<file path="src/sv/mcet_pkg.sv">
`timescale 1ns / 1ps
// ----------------------------------------------------------------------------
// Multi-channel event timer package
// Payload types, action codes and the sequencer's control store.
// ----------------------------------------------------------------------------
package mcet_pkg;

  localparam int MAX_RESULTS = 4;
  localparam int CNT_W       = $clog2(MAX_RESULTS + 1);
  localparam int STEP_W      = 3;

  localparam logic [1:0] ACT_TICK  = 2'd0;
  localparam logic [1:0] ACT_START = 2'd1;
  localparam logic [1:0] ACT_STOP  = 2'd2;

  localparam logic EVT_CYCLE   = 1'b0;
  localparam logic EVT_TIMEOUT = 1'b1;

  typedef struct packed {
    logic [1:0]  action;
    logic [1:0]  timer_id;
    logic [15:0] duration;
    logic [15:0] cycle_period;
    logic [1:0]  priority_req;
    logic [3:0]  view_tag;
    logic        with_events;
  } cmd_t;

  typedef struct packed {
    logic       event_kind;
    logic [1:0] event_timer;
    logic [3:0] event_view;
    logic       last;
  } evt_t;

  typedef logic [STEP_W-1:0] step_t;

  localparam step_t STEP_FETCH = 3'd0;
  localparam step_t STEP_TICK  = 3'd1;
  localparam step_t STEP_SCAN  = 3'd2;
  localparam step_t STEP_FLUSH = 3'd3;
  localparam step_t STEP_START = 3'd4;
  localparam step_t STEP_STOP  = 3'd5;

  typedef enum logic [2:0] {
    OP_FETCH,
    OP_TICK,
    OP_SCAN,
    OP_FLUSH,
    OP_START,
    OP_STOP
  } op_t;

  typedef enum logic [1:0] {
    COND_NEXT,
    COND_JUMP,
    COND_SCAN_END,
    COND_DISPATCH
  } cond_t;

  typedef struct packed {
    op_t   op;
    cond_t cond;
    step_t target;
  } ucode_t;

  // Control store: one word per program step.
  function automatic ucode_t mcet_ucode(input step_t step);
    ucode_t w;
    unique case (step)
      STEP_FETCH: w = '{op: OP_FETCH, cond: COND_DISPATCH, target: STEP_FETCH};
      STEP_TICK:  w = '{op: OP_TICK,  cond: COND_NEXT,     target: STEP_SCAN};
      STEP_SCAN:  w = '{op: OP_SCAN,  cond: COND_SCAN_END, target: STEP_FLUSH};
      STEP_FLUSH: w = '{op: OP_FLUSH, cond: COND_JUMP,     target: STEP_FETCH};
      STEP_START: w = '{op: OP_START, cond: COND_JUMP,     target: STEP_FETCH};
      STEP_STOP:  w = '{op: OP_STOP,  cond: COND_JUMP,     target: STEP_FLUSH};
      default:    w = '{op: OP_FETCH, cond: COND_JUMP,     target: STEP_FETCH};
    endcase
    return w;
  endfunction

endpackage

</file>
<file path="src/sv/multi_channel_event_timer.sv">
`timescale 1ns / 1ps
// ----------------------------------------------------------------------------
// Multi-channel event timer
// Millisecond clock with NUM_TIMERS periodic / timeout channels, run by a
// small microcoded sequencer over a single shared channel datapath.
// ----------------------------------------------------------------------------
// Usage: commands arrive on cmd (cmd_valid / cmd_ready): a tick advances the
// clock one millisecond, a start arms a channel, a stop clears one. Events
// leave on evt (evt_valid / evt_ready), one per transfer, with last set on
// the final event a command causes. Starts and ticks with nothing due give
// no event.
// Timing: a start runs fetch then start, a stop fetch, stop and flush, a
// tick fetch, tick, scan and flush. The scan step visits one channel per
// cycle through the shared compare/add unit unless the output stalls it.
// Events are held in a one-entry pending slot plus the output register, so a
// stalled receiver holds the scan or flush step until the output frees; no
// event is lost to a stall. cmd_ready is high only in the fetch step, which
// may run while the last event still waits in the output register. Reset
// clears the clock, all channels and the output register.
// ----------------------------------------------------------------------------
module multi_channel_event_timer #(
  parameter int NUM_TIMERS = 4
) (
  input  logic          clk,
  input  logic          rst,
  input  logic          cmd_valid,
  output logic          cmd_ready,
  input  mcet_pkg::cmd_t cmd,
  output logic          evt_valid,
  input  logic          evt_ready,
  output mcet_pkg::evt_t evt
);
  import mcet_pkg::*;

  localparam int IW = (NUM_TIMERS > 1) ? $clog2(NUM_TIMERS) : 1;

  // Sequencer.
  step_t          step;
  step_t          step_next;
  ucode_t         uc;
  logic           hold;

  // Channel state.
  logic [31:0]    cur_time;
  logic [31:0]    expiry_time     [NUM_TIMERS];
  logic           expiry_armed    [NUM_TIMERS];
  logic [31:0]    next_event_time [NUM_TIMERS];
  logic [15:0]    period          [NUM_TIMERS];
  logic [1:0]     stored_priority [NUM_TIMERS];
  logic [3:0]     stored_view     [NUM_TIMERS];

  // Working registers.
  cmd_t           cmd_q;
  logic [IW-1:0]  idx;
  logic [CNT_W-1:0] cnt;
  logic           pend_valid;
  evt_t           pend;

  // Datapath signals.
  logic [IW-1:0]  id_idx;
  logic           id_ok;
  logic           prio_ok;
  logic [15:0]    first_p;
  logic [15:0]    start_p;
  logic           scan_due;
  logic           scan_exp;
  logic           scan_emit;
  logic           scan_end;
  logic           out_free;
  logic           push;
  logic           pend_load;
  logic           pend_clear;
  evt_t           pend_new;

  assign uc        = mcet_ucode(step);
  assign cmd_ready = (uc.op == OP_FETCH);
  assign out_free  = !evt_valid || evt_ready;

  assign id_idx  = IW'(cmd_q.timer_id);
  assign id_ok   = (32'(cmd_q.timer_id) < 32'(NUM_TIMERS));
  assign prio_ok = !(stored_priority[id_idx] > cmd_q.priority_req);

  always_comb begin
    first_p = (cmd_q.cycle_period != 16'd0) ? cmd_q.cycle_period : cmd_q.duration;
    if (cmd_q.duration == 16'd0) begin
      start_p = cmd_q.cycle_period;
    end else begin
      start_p = (first_p < cmd_q.duration) ? first_p : cmd_q.duration;
    end
  end

  assign scan_due  = (period[idx] != 16'd0) && (next_event_time[idx] == cur_time);
  assign scan_exp  = expiry_armed[idx] && (expiry_time[idx] == cur_time);
  assign scan_emit = scan_due && (cnt < CNT_W'(MAX_RESULTS));
  assign scan_end  = (idx == IW'(NUM_TIMERS - 1));

  // Decode of the current control word into datapath strobes.
  always_comb begin
    hold       = 1'b0;
    push       = 1'b0;
    pend_load  = 1'b0;
    pend_clear = 1'b0;
    pend_new   = '{event_kind: scan_exp, event_timer: 2'(idx),
                   event_view: stored_view[idx], last: 1'b0};
    unique case (uc.op)
      OP_FETCH: begin
        hold = !cmd_valid;
      end
      OP_SCAN: begin
        if (scan_emit) begin
          hold      = pend_valid && !out_free;
          push      = pend_valid && out_free;
          pend_load = !hold;
        end
      end
      OP_FLUSH: begin
        hold       = pend_valid && !out_free;
        push       = pend_valid && out_free;
        pend_clear = push;
      end
      OP_STOP: begin
        pend_load = id_ok && cmd_q.with_events;
        pend_new  = '{event_kind: EVT_TIMEOUT, event_timer: cmd_q.timer_id,
                      event_view: stored_view[id_idx], last: 1'b0};
      end
      default: begin
      end
    endcase
  end

  // Next step.
  always_comb begin
    step_next = step;
    if (!hold) begin
      unique case (uc.cond)
        COND_NEXT:     step_next = step + 1'b1;
        COND_JUMP:     step_next = uc.target;
        COND_SCAN_END: step_next = scan_end ? uc.target : step;
        COND_DISPATCH: begin
          case (cmd.action)
            ACT_TICK:  step_next = STEP_TICK;
            ACT_START: step_next = STEP_START;
            ACT_STOP:  step_next = STEP_STOP;
            default:   step_next = STEP_FETCH;
          endcase
        end
        default:       step_next = STEP_FETCH;
      endcase
    end
  end

  always_ff @(posedge clk) begin
    if (rst) begin
      step       <= STEP_FETCH;
      evt_valid  <= 1'b0;
      pend_valid <= 1'b0;
      cur_time   <= '0;
      idx        <= '0;
      cnt        <= '0;
      for (int i = 0; i < NUM_TIMERS; i++) begin
        expiry_time[i]     <= '0;
        expiry_armed[i]    <= 1'b0;
        next_event_time[i] <= '0;
        period[i]          <= '0;
        stored_priority[i] <= '0;
        stored_view[i]     <= '0;
      end
    end else begin
      step <= step_next;

      if (push) begin
        evt_valid <= 1'b1;
      end else if (evt_ready) begin
        evt_valid <= 1'b0;
      end

      if (pend_load) begin
        pend_valid <= 1'b1;
      end else if (pend_clear) begin
        pend_valid <= 1'b0;
      end

      unique case (uc.op)
        OP_TICK: begin
          cur_time <= cur_time + 32'd1;
          idx      <= '0;
          cnt      <= '0;
        end
        OP_SCAN: begin
          if (!hold) begin
            idx <= idx + 1'b1;
            if (scan_emit) begin
              cnt <= cnt + 1'b1;
            end
            if (scan_due && scan_exp) begin
              expiry_time[idx]     <= '0;
              expiry_armed[idx]    <= 1'b0;
              next_event_time[idx] <= '0;
              period[idx]          <= '0;
              stored_priority[idx] <= '0;
            end else if (scan_due) begin
              next_event_time[idx] <= next_event_time[idx] + 32'(period[idx]);
            end
          end
        end
        OP_START: begin
          if (id_ok && prio_ok) begin
            stored_view[id_idx]     <= cmd_q.view_tag;
            expiry_armed[id_idx]    <= (cmd_q.duration != 16'd0);
            expiry_time[id_idx]     <= (cmd_q.duration != 16'd0) ?
                                       cur_time + 32'(cmd_q.duration) : 32'd0;
            period[id_idx]          <= start_p;
            next_event_time[id_idx] <= cur_time + 32'(start_p);
            stored_priority[id_idx] <= cmd_q.priority_req;
          end
        end
        OP_STOP: begin
          if (id_ok) begin
            expiry_time[id_idx]     <= '0;
            expiry_armed[id_idx]    <= 1'b0;
            next_event_time[id_idx] <= '0;
            period[id_idx]          <= '0;
            stored_priority[id_idx] <= '0;
          end
        end
        default: begin
        end
      endcase
    end
  end

  // Payload registers.
  always_ff @(posedge clk) begin
    if (cmd_valid && cmd_ready) begin
      cmd_q <= cmd;
    end
    if (pend_load) begin
      pend <= pend_new;
    end
    if (push) begin
      evt <= '{event_kind: pend.event_kind, event_timer: pend.event_timer,
               event_view: pend.event_view, last: (uc.op == OP_FLUSH)};
    end
  end

endmodule

</file>
<file path="config.mk">
export PLATFORM = sky130hd
export DESIGN_NAME = multi_channel_event_timer
export DESIGN_NICKNAME = d
export VERILOG_FILES = /design/src/sv/mcet_pkg.sv /design/src/sv/multi_channel_event_timer.sv
export SDC_FILE = /design/constraint.sdc
export NUM_CORES = 1
export LEC_CHECK = 0
export BUFFER_PORTS_ARGS = -buffer_cell sky130_fd_sc_hd__buf_2
export CAP_MARGIN = 25
export CORE_ASPECT_RATIO = 1.4
export CORE_UTILIZATION = 50
export CTS_CLUSTER_SIZE = 28
export DETAILED_ROUTE_END_ITERATION = 6
export HOLD_SLACK_MARGIN = 0.15
export PLACE_DENSITY = 0.65
export RECOVER_POWER = 50
export SYNTH_ARGS = -nofsm -noshare
export SYNTH_HDL_FRONTEND = slang
export SYNTH_SLANG_ARGS = --single-unit
</file>
<file path="constraint.sdc">
create_clock -name clk -period 14.7 [get_ports clk]
set_clock_uncertainty 0.1 [all_clocks]
set_input_delay 2.205 -clock clk [delete_from_list [all_inputs] [get_ports clk]]
set_output_delay 2.205 -clock clk [all_outputs]
set_load 0.01 [all_outputs]
</file>
After elaboration in Yosys (flattened, before gate mapping):

Memories as Yosys holds them, arrays and structs flattened. A register that Yosys moved wholly into a read port is not among the register bits.
Cells that the tools add are included.

* add/sub/neg operators: 7
* multiply operators: 0
* divide/modulo/power cells: 0
* magnitude comparators: 3
* equality and inequality tests: 21
* shifts and indexed selects: 0
* multiplexer cells: 96
* bitwise gates (word level): 7
* reductions and logical operators: 37

Operators with widths (count)
* 2-to-1 mux 32 bit: 8
* OR reduction 32 bit: 4
* adder 32 x 16 -> 32 bit: 3
* 2-to-1 mux 16 bit: 6
* equality test 32 bit: 2
* 2-to-1 mux 2 bit: 27
* case mux 8 bit (6 select lines): 1
* nonzero test 16 bit: 3
* 2-to-1 mux 1 bit: 42
* adder 32 x 1 -> 32 bit (second input constant): 1
* OR reduction 16 bit: 2
* logical NOT 16 bit: 1
* < comparator 16 bit: 1
* equality test 3 x 2 -> 1 bit (second input constant): 4
* equality test 3 bit (second input constant): 4
* case mux 3 bit (4 select lines): 1
* 2-to-1 mux 3 bit: 3
* case mux 3 bit (3 select lines): 1
* equality test 2 bit (second input constant): 4
* logical AND 1 bit: 7
* 2-to-1 mux 7 bit: 1
* adder 3 x 1 -> 3 bit (second input constant): 2
* equality test 3 x 1 -> 1 bit (second input constant): 2
* logical NOT 3 bit: 2
* 21 further kinds: 39

* register bits: 98
* bits in latches: 0
* bits in writable memories: 348
* ROM bits: 0
* bits of input ports: 47
* output and inout bits: 10
* logic and storage cells: 196
* memories: 6

Memories
* expiry_time: words 4, bits a word 32, rd ports 1, clocked after Yosys merged registers in 1, write ports 4, line multi_channel_event_timer.sv:45 `logic [31:0] expiry_time [NUM_TIMERS];`
* next_event_time: words 4, bits a word 32, rd ports 1, clocked after Yosys merged registers in 1, write ports 4, line multi_channel_event_timer.sv:47 `logic [31:0] next_event_time [NUM_TIMERS];`
* period: words 4, bits a word 16, rd ports 1, clocked after Yosys merged registers in 1, write ports 4, line multi_channel_event_timer.sv:48 `logic [15:0] period [NUM_TIMERS];`
* stored_view: words 4, bits a word 4, rd ports 2, clocked after Yosys merged registers in 2, write ports 4, line multi_channel_event_timer.sv:50 `logic [3:0] stored_view [NUM_TIMERS];`
* stored_priority: words 4, bits a word 2, rd ports 1, clocked after Yosys merged registers in 1, write ports 4, line multi_channel_event_timer.sv:49 `logic [1:0] stored_priority [NUM_TIMERS];`
* expiry_armed: words 4, bits a word 1, rd ports 1, clocked after Yosys merged registers in 1, write ports 4, line multi_channel_event_timer.sv:46 `logic expiry_armed [NUM_TIMERS];`

Logic depth before layout (Yosys ltp):

Gate-level depths: netlist (run 1).

* word-level depth: 14
* gate-level depth with buffers: 26
* mapped depth without buffers: 22

Worst setup path after synthesis (run 1):

No wires, ideal clock.

* path type: input to register
* from: input rst
* to: memory expiry_armed[3], enable pin
* library setup time: 0.523 ns
* data arrival time: 6.864 ns
* data required time: 14.077 ns
* setup slack: 7.213 ns
* stages: 8
* path through: clkbuf_1 -> or3_1 -> nor2_1 -> clkbuf_1 -> or4_1 -> o31a_1 -> nand2_1 -> nor3_1

RTL lines
* from (decl): line multi_channel_event_timer.sv:25 `input logic rst,`
* to (decl): line multi_channel_event_timer.sv:46

==> run_results.csv, run 1 <==
group,metric,value,unit
grt,top_usage_layer,"met2",
sta,hold_slack,318,ps
setup_path,endpoint_kind,"flop",
sta,fin_crit,10320,ps
cts,postCtsSetupRepairBufs,0,
logic_synthesis,yosys.area.top_type_share,49.9,%
grt,grt_usage,25.9,%
routing,wl,63.8,mm
place,place.gp.congestion,0.943,
setup_path,crit_type,"flop to flop",
cts,cts_buffers,45,
cts,h-tree-depth,2,
logic_synthesis,synth_area_leaders,"edfxtp_1 (50%), mux4_2 (7.8%), ha_1 (4.1%)",
place,place_ws,7150,ps
setup_path,crit_fanout,51,
logic_synthesis,yosys_warnings,0,
sta,max_clock_freq,0.0969,GHz
sta,finalHoldViolCount,0,
power_and_ir_drop,switching_power,1.35,mW
final_layout,final_cells,2739,
logic_synthesis,yosysTopAreaCell,"edfxtp_1",
routing,viasPerCell,6.11,
power_and_ir_drop,p_leak,9.55,nW
cts,clk_pin_slew,60,ps
logic_synthesis,synth_cell_types,78,
final_layout,area_delta_synth_final,8.78,%
logic_synthesis,synth-seq-cells,450,
grt,grtUsageMet3,2.79,%
sta,finalCritPeriodShare,70.2,%
sta,finalSetupViolCount,0,
worst_hold_path,holdCritStartpoint,"pend[4]",
sta,slew_headroom,-142,%
sta,rsz0062_at_grt,"no",
grt,first_global_vias,16500,
logic_synthesis,synthTopCellsByCount,"edfxtp_1 (404), nor2_1 (253), nand2_1 (120), xnor2_1 (103), inv_1 (102)",
routing,drt_iter0_markers,1267,
routing,drt-pass1-iter-count,7,
logic_synthesis,ys_async_sr_fraction,0,%
grt,grtUsageMet2,45.3,%
cts,cts_root_buffer,"clkbuf_16",
place,hpwl,43.6,mm
final_layout,nNetsFinal,2201,
setup_path,crit_arrival,10310,ps
logic_synthesis,synth_area,0.0243,mm2
setup_path,required,14690,ps
floorplanning,start_util,50.7,%
routing,via_count,16700,
grt,grt_start_max_net_pins,63,
power_and_ir_drop,seqPwrFrac,42.5,%
cts,cts_hold_buffers,0,
worst_hold_path,hold_path.class,"flop to flop",
final_layout,drive_above_1_share,12.6,%
run,drv_cap,16,
final_layout,diodes,0,
power_and_ir_drop,switching_share,33.3,%
power_and_ir_drop,powerDensity,154,mW/mm2
sta,worst_pin_slew,3620,ps
grt,grt_pass1_wl,97.2,mm
grt,grt_util_met1,32.2,%
logic_synthesis,synth_flop_cell,"edfxtp_1",
place,port_buffers,56,
floorplanning,dieHeight,263,um
logic_synthesis,syn_inst,2061,
power_and_ir_drop,p_int,2.71,mW
logic_synthesis,syn_nets,2190,
logic_synthesis,synth_most_common_cell,"edfxtp_1",
floorplanning,io_pins,57,
floorplanning,die_x,188,um
sta,final.setup.worst_slack,4380,ps
power_and_ir_drop,vdd_drop_max,0.114,mV
power_and_ir_drop,combPwrFrac,29.2,%
setup_path,crit_path_start_kind,"flop",
cts,post_cts_resized,0,
logic_synthesis,synth.avg_cell_area,11.8,um2
floorplanning,placementRows,95,
routing,drcViolationCount,0,
grt,grt.overflow.total,0,
final_layout,fin_util,55.1,%
place,place_inst,2654,
cts,clock-sinks,450,
power_and_ir_drop,clockPowerShare,28.3,%
sta,tns,0,ps
logic_synthesis,seq_area_frac_synth,53.6,%
logic_synthesis,synth-edff-count,404,
run_status,run_status,"complete, but fails checks",
floorplanning,dieArea,0.0496,mm2
grt,antenna_found_initial,0,
floorplanning,core_area,0.0480,mm2
cts,clkLatencyLatePin,580,ps
cts,cts_tree,"yes",
sta,final-max-slew-violation-count,610,
run_status,violations,"max-capacitance violations, max-slew violations",
routing,ant_nets,0,
cts,cts.path.max_buffers,3,
routing,wire_per_inst,23.3,um
-- logic make-up after synthesis --
group	Yosys count	synth area share, %
flip-flops	450	53.6
multiplexers	124	9.46
buffers and inverters	224	3.96
adder cells (fa/ha/maj)	82	4.31
AND/OR/NAND/NOR	704	14.3
XOR/XNOR	144	5.18
AO/OA/AOI/OAI	333	9.10
-- metrics by stage --
stage	cell area, um2	power, mW
final	26500	4.06
after global routing	26500	4.25
after CTS	26600	4.08
after detailed placement	25100	2.93
after global placement	25100	2.91
after floorplan	24300	2.59
-- routing by layer --
layer | vias up | part of all wire [%]
met5 | - | 0
met4 | 0 | 4.5
met3 | 159 | 4.9
met2 | 523 | 51
met1 | 8355 | 40
li1 | 7688 | -
-- worst max-delay path, cell delays in order (launching register included) --
cell	delay, ps
dfxtp_1	1470
clkbuf_1	2620
mux4_2	810
xnor2_1	290
nand4_1	130
nor4_1	500
nand4_1	610
or2_1	440
o22ai_1	110
a21o_2	140
clkbuf_1	2550
-- cells in the final DEF, fill, tap and decap left out, drive strengths merged, types with 17 or more instances in the layout --
cell and count:
xor2 41, a22oi 17, nor4 31, buf 56, nand2b 17, mux4 84
o21a 18, ha 79, a21o 41, clkinv 17, o21ai 58, xnor2 103
and3 28, nand3 46, nor3 93, inv 105, clkbuf 88, nor2 253
nand4 31, or3 23, dfxtp 46, nand2 120, mux2i 32, edfxtp 404
a21oi 93
-- power groups by stage --
| stage | combinational, mW | clock, mW | sequential [mW] |
|---|---|---|---|
| after floorplan | 0.908 | 0 | 1.68 |
| after global placement | 1.17 | 0 | 1.74 |
| after detailed placement | 1.18 | 0 | 1.75 |
| after CTS | 1.19 | 1.17 | 1.72 |
| after global routing | 1.29 | 1.21 | 1.75 |
| final | 1.19 | 1.15 | 1.73 |
-- layout make-up --
| cell class | count | area, um2 |
|---|---|---|
| timing repair buffer | 84 | 420 |
| sequential | 450 | 13100 |
| fill | 4152 | 21600 |
| tap | 630 | 788 |
| multi-input combinational | 1387 | 10300 |
| clock inverter | 24 | 250 |
| inverter | 104 | 390 |
| clock buffer | 60 | 1210 |
-- final timing paths --
check / slack, ps / to / depth (start not counted)
worst min register to register: 320 / evt[4] / 0
worst min-delay path: 320 / evt[4] / 0
worst max-delay path: 4380 / period[2][5] / 10
worst max register to register: 4380 / period[2][5] / 10
-- state kept, by name (all words and copies together), names as in the netlist, 2 cells and up, named ones only --
signal           flops
pend                 7
period              64
stored_view         16
cnt                  3
cur_time            32
expiry_armed         4
evt                  8
expiry_time        128
step                 3
cmd_q               39
stored_priority      8
id_idx               2
idx                  2
next_event_time    128
Power figures use the tool's default switching activity.
==> inputs of run 2 (changes only) <==
- ABC_AREA: default -> 1
- clock period: 14.7 -> 10.15 ns (I/O delays scaled with it)
==> run_results.csv, run 2 <==
group,metric,value,unit
logic_synthesis,synth_cell_types,49,
floorplanning,die_x,192,um
setup_path,crit_type,"flop to flop",
run_status,violations,"max-capacitance violations, max-slew violations",
routing,wire_per_inst,22.5,um
worst_hold_path,hold_path.class,"flop to flop",
power_and_ir_drop,total_power,6.33,mW
run,drv_cap,5,
final_layout,final_common_cell,"nand2_1",
floorplanning,dieArea,0.0517,mm2
cts,postCtsSetupRepairBufs,0,
setup_path,cp_common_cell,"nand2_1",
logic_synthesis,synth.avg_cell_area,8.12,um2
sta,tns,0,ps
final_layout,final_cells,3826,
logic_synthesis,synthTopCellsByCount,"nand2_1 (875), nor2_1 (510), edfxtp_1 (404), inv_1 (311), nand3_1 (291)",
setup_path,crit_fanout,63,
cts,clkLatencyLatePin,610,ps
power_and_ir_drop,p_leak,11.5,nW
routing,ant_nets,0,
grt,grt_pass1_wl,128,mm
routing,drt-pass1-iter-count,6,
logic_synthesis,synth_flop_cell,"edfxtp_1",
cts,h-tree-depth,2,
cts,cts_root_buffer,"clkbuf_16",
routing,via_count,21800,
sta,finalHoldViolCount,0,
routing,viasPerCell,5.70,
final_layout,nNetsFinal,3274,
floorplanning,io_pins,57,
sta,finalSetupViolCount,0,
sta,fin_crit,8510,ps
final_layout,fin_util,55.3,%
place,place.gp.congestion,0.966,
grt,grt_start_max_net_pins,96,
routing,wl,86.1,mm
final_layout,diodes,0,
floorplanning,placementRows,97,
logic_synthesis,yosys.area.top_type_share,47.8,%
sta,hold_slack,319,ps
sta,rsz0062_at_grt,"no",
setup_path,critical_path.max_stage_delay,2330,ps
final_layout,reg_top3,"expiry_time x128, next_event_time x128, period x64",
setup_path,crit_arrival,8630,ps
floorplanning,start_util,50.6,%
power_and_ir_drop,clockPowerShare,29.5,%
setup_path,crit_chain,"clkbuf_1 -> buf_4 -> o21ai_0 -> o21ai_0 -> nand2_1 -> nand2_1 -> nor2_1 -> nand3b_1 -> nor2_1 -> nand2_1 -> nor3b_4 -> nand2_1 -> inv_1 -> o21ai_0 -> nor2_4 -> buf_4",
power_and_ir_drop,switching_power,2.34,mW
setup_path,crit_family,"buffers and inverters",
sta,slew_headroom,-115,%
logic_synthesis,synth_most_common_cell,"nand2_1",
cts,cts.path.max_buffers,3,
setup_path,crit_path_start_kind,"flop",
power_and_ir_drop,vdd_drop_max,0.187,mV
floorplanning,dieHeight,269,um
cts,clk_pin_slew,60,ps
routing,drcViolationCount,0,
logic_synthesis,synth_area_leaders,"edfxtp_1 (48%), nand2_1 (13%), nor2_1 (7.5%)",
grt,antenna_found_initial,0,
logic_synthesis,yosysTopAreaCell,"edfxtp_1",
power_and_ir_drop,p_int,3.99,mW
grt,grt.overflow.total,0,
cts,cts_buffers,47,
setup_path,required,10270,ps
place,hpwl,60.6,mm
sta,final-max-slew-violation-count,208,
setup_path,endpoint_kind,"flop",
final_layout,mostFrequentLayoutCells,"nand2_1 (868), nor2_1 (511), edfxtp_1 (404)",
final_layout,fillers,4709,
logic_synthesis,synth-edff-count,404,
final_layout,regArea,0.0131,mm2
sta,final.setup.worst_slack,1640,ps
grt,grt_usage,33.6,%
logic_synthesis,syn_inst,3125,
power_and_ir_drop,switching_share,37.0,%
routing,drt_iter0_markers,1752,
sta,finalCritPeriodShare,83.8,%
setup_path,cp_slowest_cell,"clkbuf_1",
place,postPlaceCellArea,0.0262,mm2
logic_synthesis,synth_area,0.0254,mm2
sta,worst_pin_slew,3230,ps
place,place_inst,3737,
power_and_ir_drop,combPwrFrac,30.7,%
sta,max_clock_freq,0.118,GHz
cts,clock-sinks,450,
worst_hold_path,holdCritStartpoint,"pend[2]",
floorplanning,core_area,0.0501,mm2
run_status,run_status,"complete, but fails checks",
cts,post_cts_resized,0,
logic_synthesis,seq_area_frac_synth,51.4,%
cts,cts_tree,"yes",
logic_synthesis,syn_nets,3254,
logic_synthesis,synth-seq-cells,450,
setup_path,critPathBufInv,4,
cts,cts_hold_buffers,0,
logic_synthesis,ys_async_sr_fraction,0,%
final_layout,drive_above_1_share,5.12,%
place,port_buffers,56,
power_and_ir_drop,powerDensity,228,mW/mm2
grt,first_global_vias,20900,
final_layout,fin_area,0.0277,mm2
power_and_ir_drop,seqPwrFrac,39.8,%
final_layout,area_delta_synth_final,9.29,%
logic_synthesis,yosys_warnings,0,
final_layout,multiInputGateArea,0.0105,mm2
place,place_ws,3220,ps
==> run 2: per-layer routing <==
metal,wire length [um],vias up,GRT usage [%]
met5,0,-,0
met4,4470,0,16.2
met3,5450,203,4.06
met2,41700,869,57.3
met1,34600,10400,42.0
li1,-,10300,-
==> run 2: cells by family after synthesis <==
logic type / share of synthesized area [%]
flops: 51.4
fa+ha+maj: 4.13
simple gates: 29.1
compound gates: 6.45
xor+xnor: 1.76
buf+inv: 7.16
==> run 2: cell type report <==
| type | count | area share [%] |
|---|---|---|
| sequential | 450 | 47.1 |
| multi-input combinational | 2226 | 37.9 |
| inverter | 334 | 4.53 |
| clock buffer | 59 | 4.48 |
| tap | 643 | 2.90 |
| timing repair buffer | 86 | 1.70 |
| clock inverter | 28 | 1.40 |
==> run 2: worst paths after layout <==
path / end / slack [ps] / cells past startpoint
setup / recovery: next_event_time[3][19] / 1640 / 16
hold / removal: evt[2] / 320 / 0
setup reg to reg: next_event_time[3][19] / 1640 / 16
hold reg to reg: evt[2] / 320 / 0
==> run 2: power by group through the flow <==
| stage | clock [mW] | combinational (mW) | sequential, mW |
|---|---|---|---|
| after global placement | 0 | 1.91 | 2.54 |
| after detailed placement | 0 | 1.92 | 2.55 |
| final | 1.87 | 1.94 | 2.51 |
| after global routing | 1.95 | 2.14 | 2.54 |
| after floorplan | 0 | 1.34 | 2.47 |
| after CTS | 1.88 | 1.93 | 2.51 |
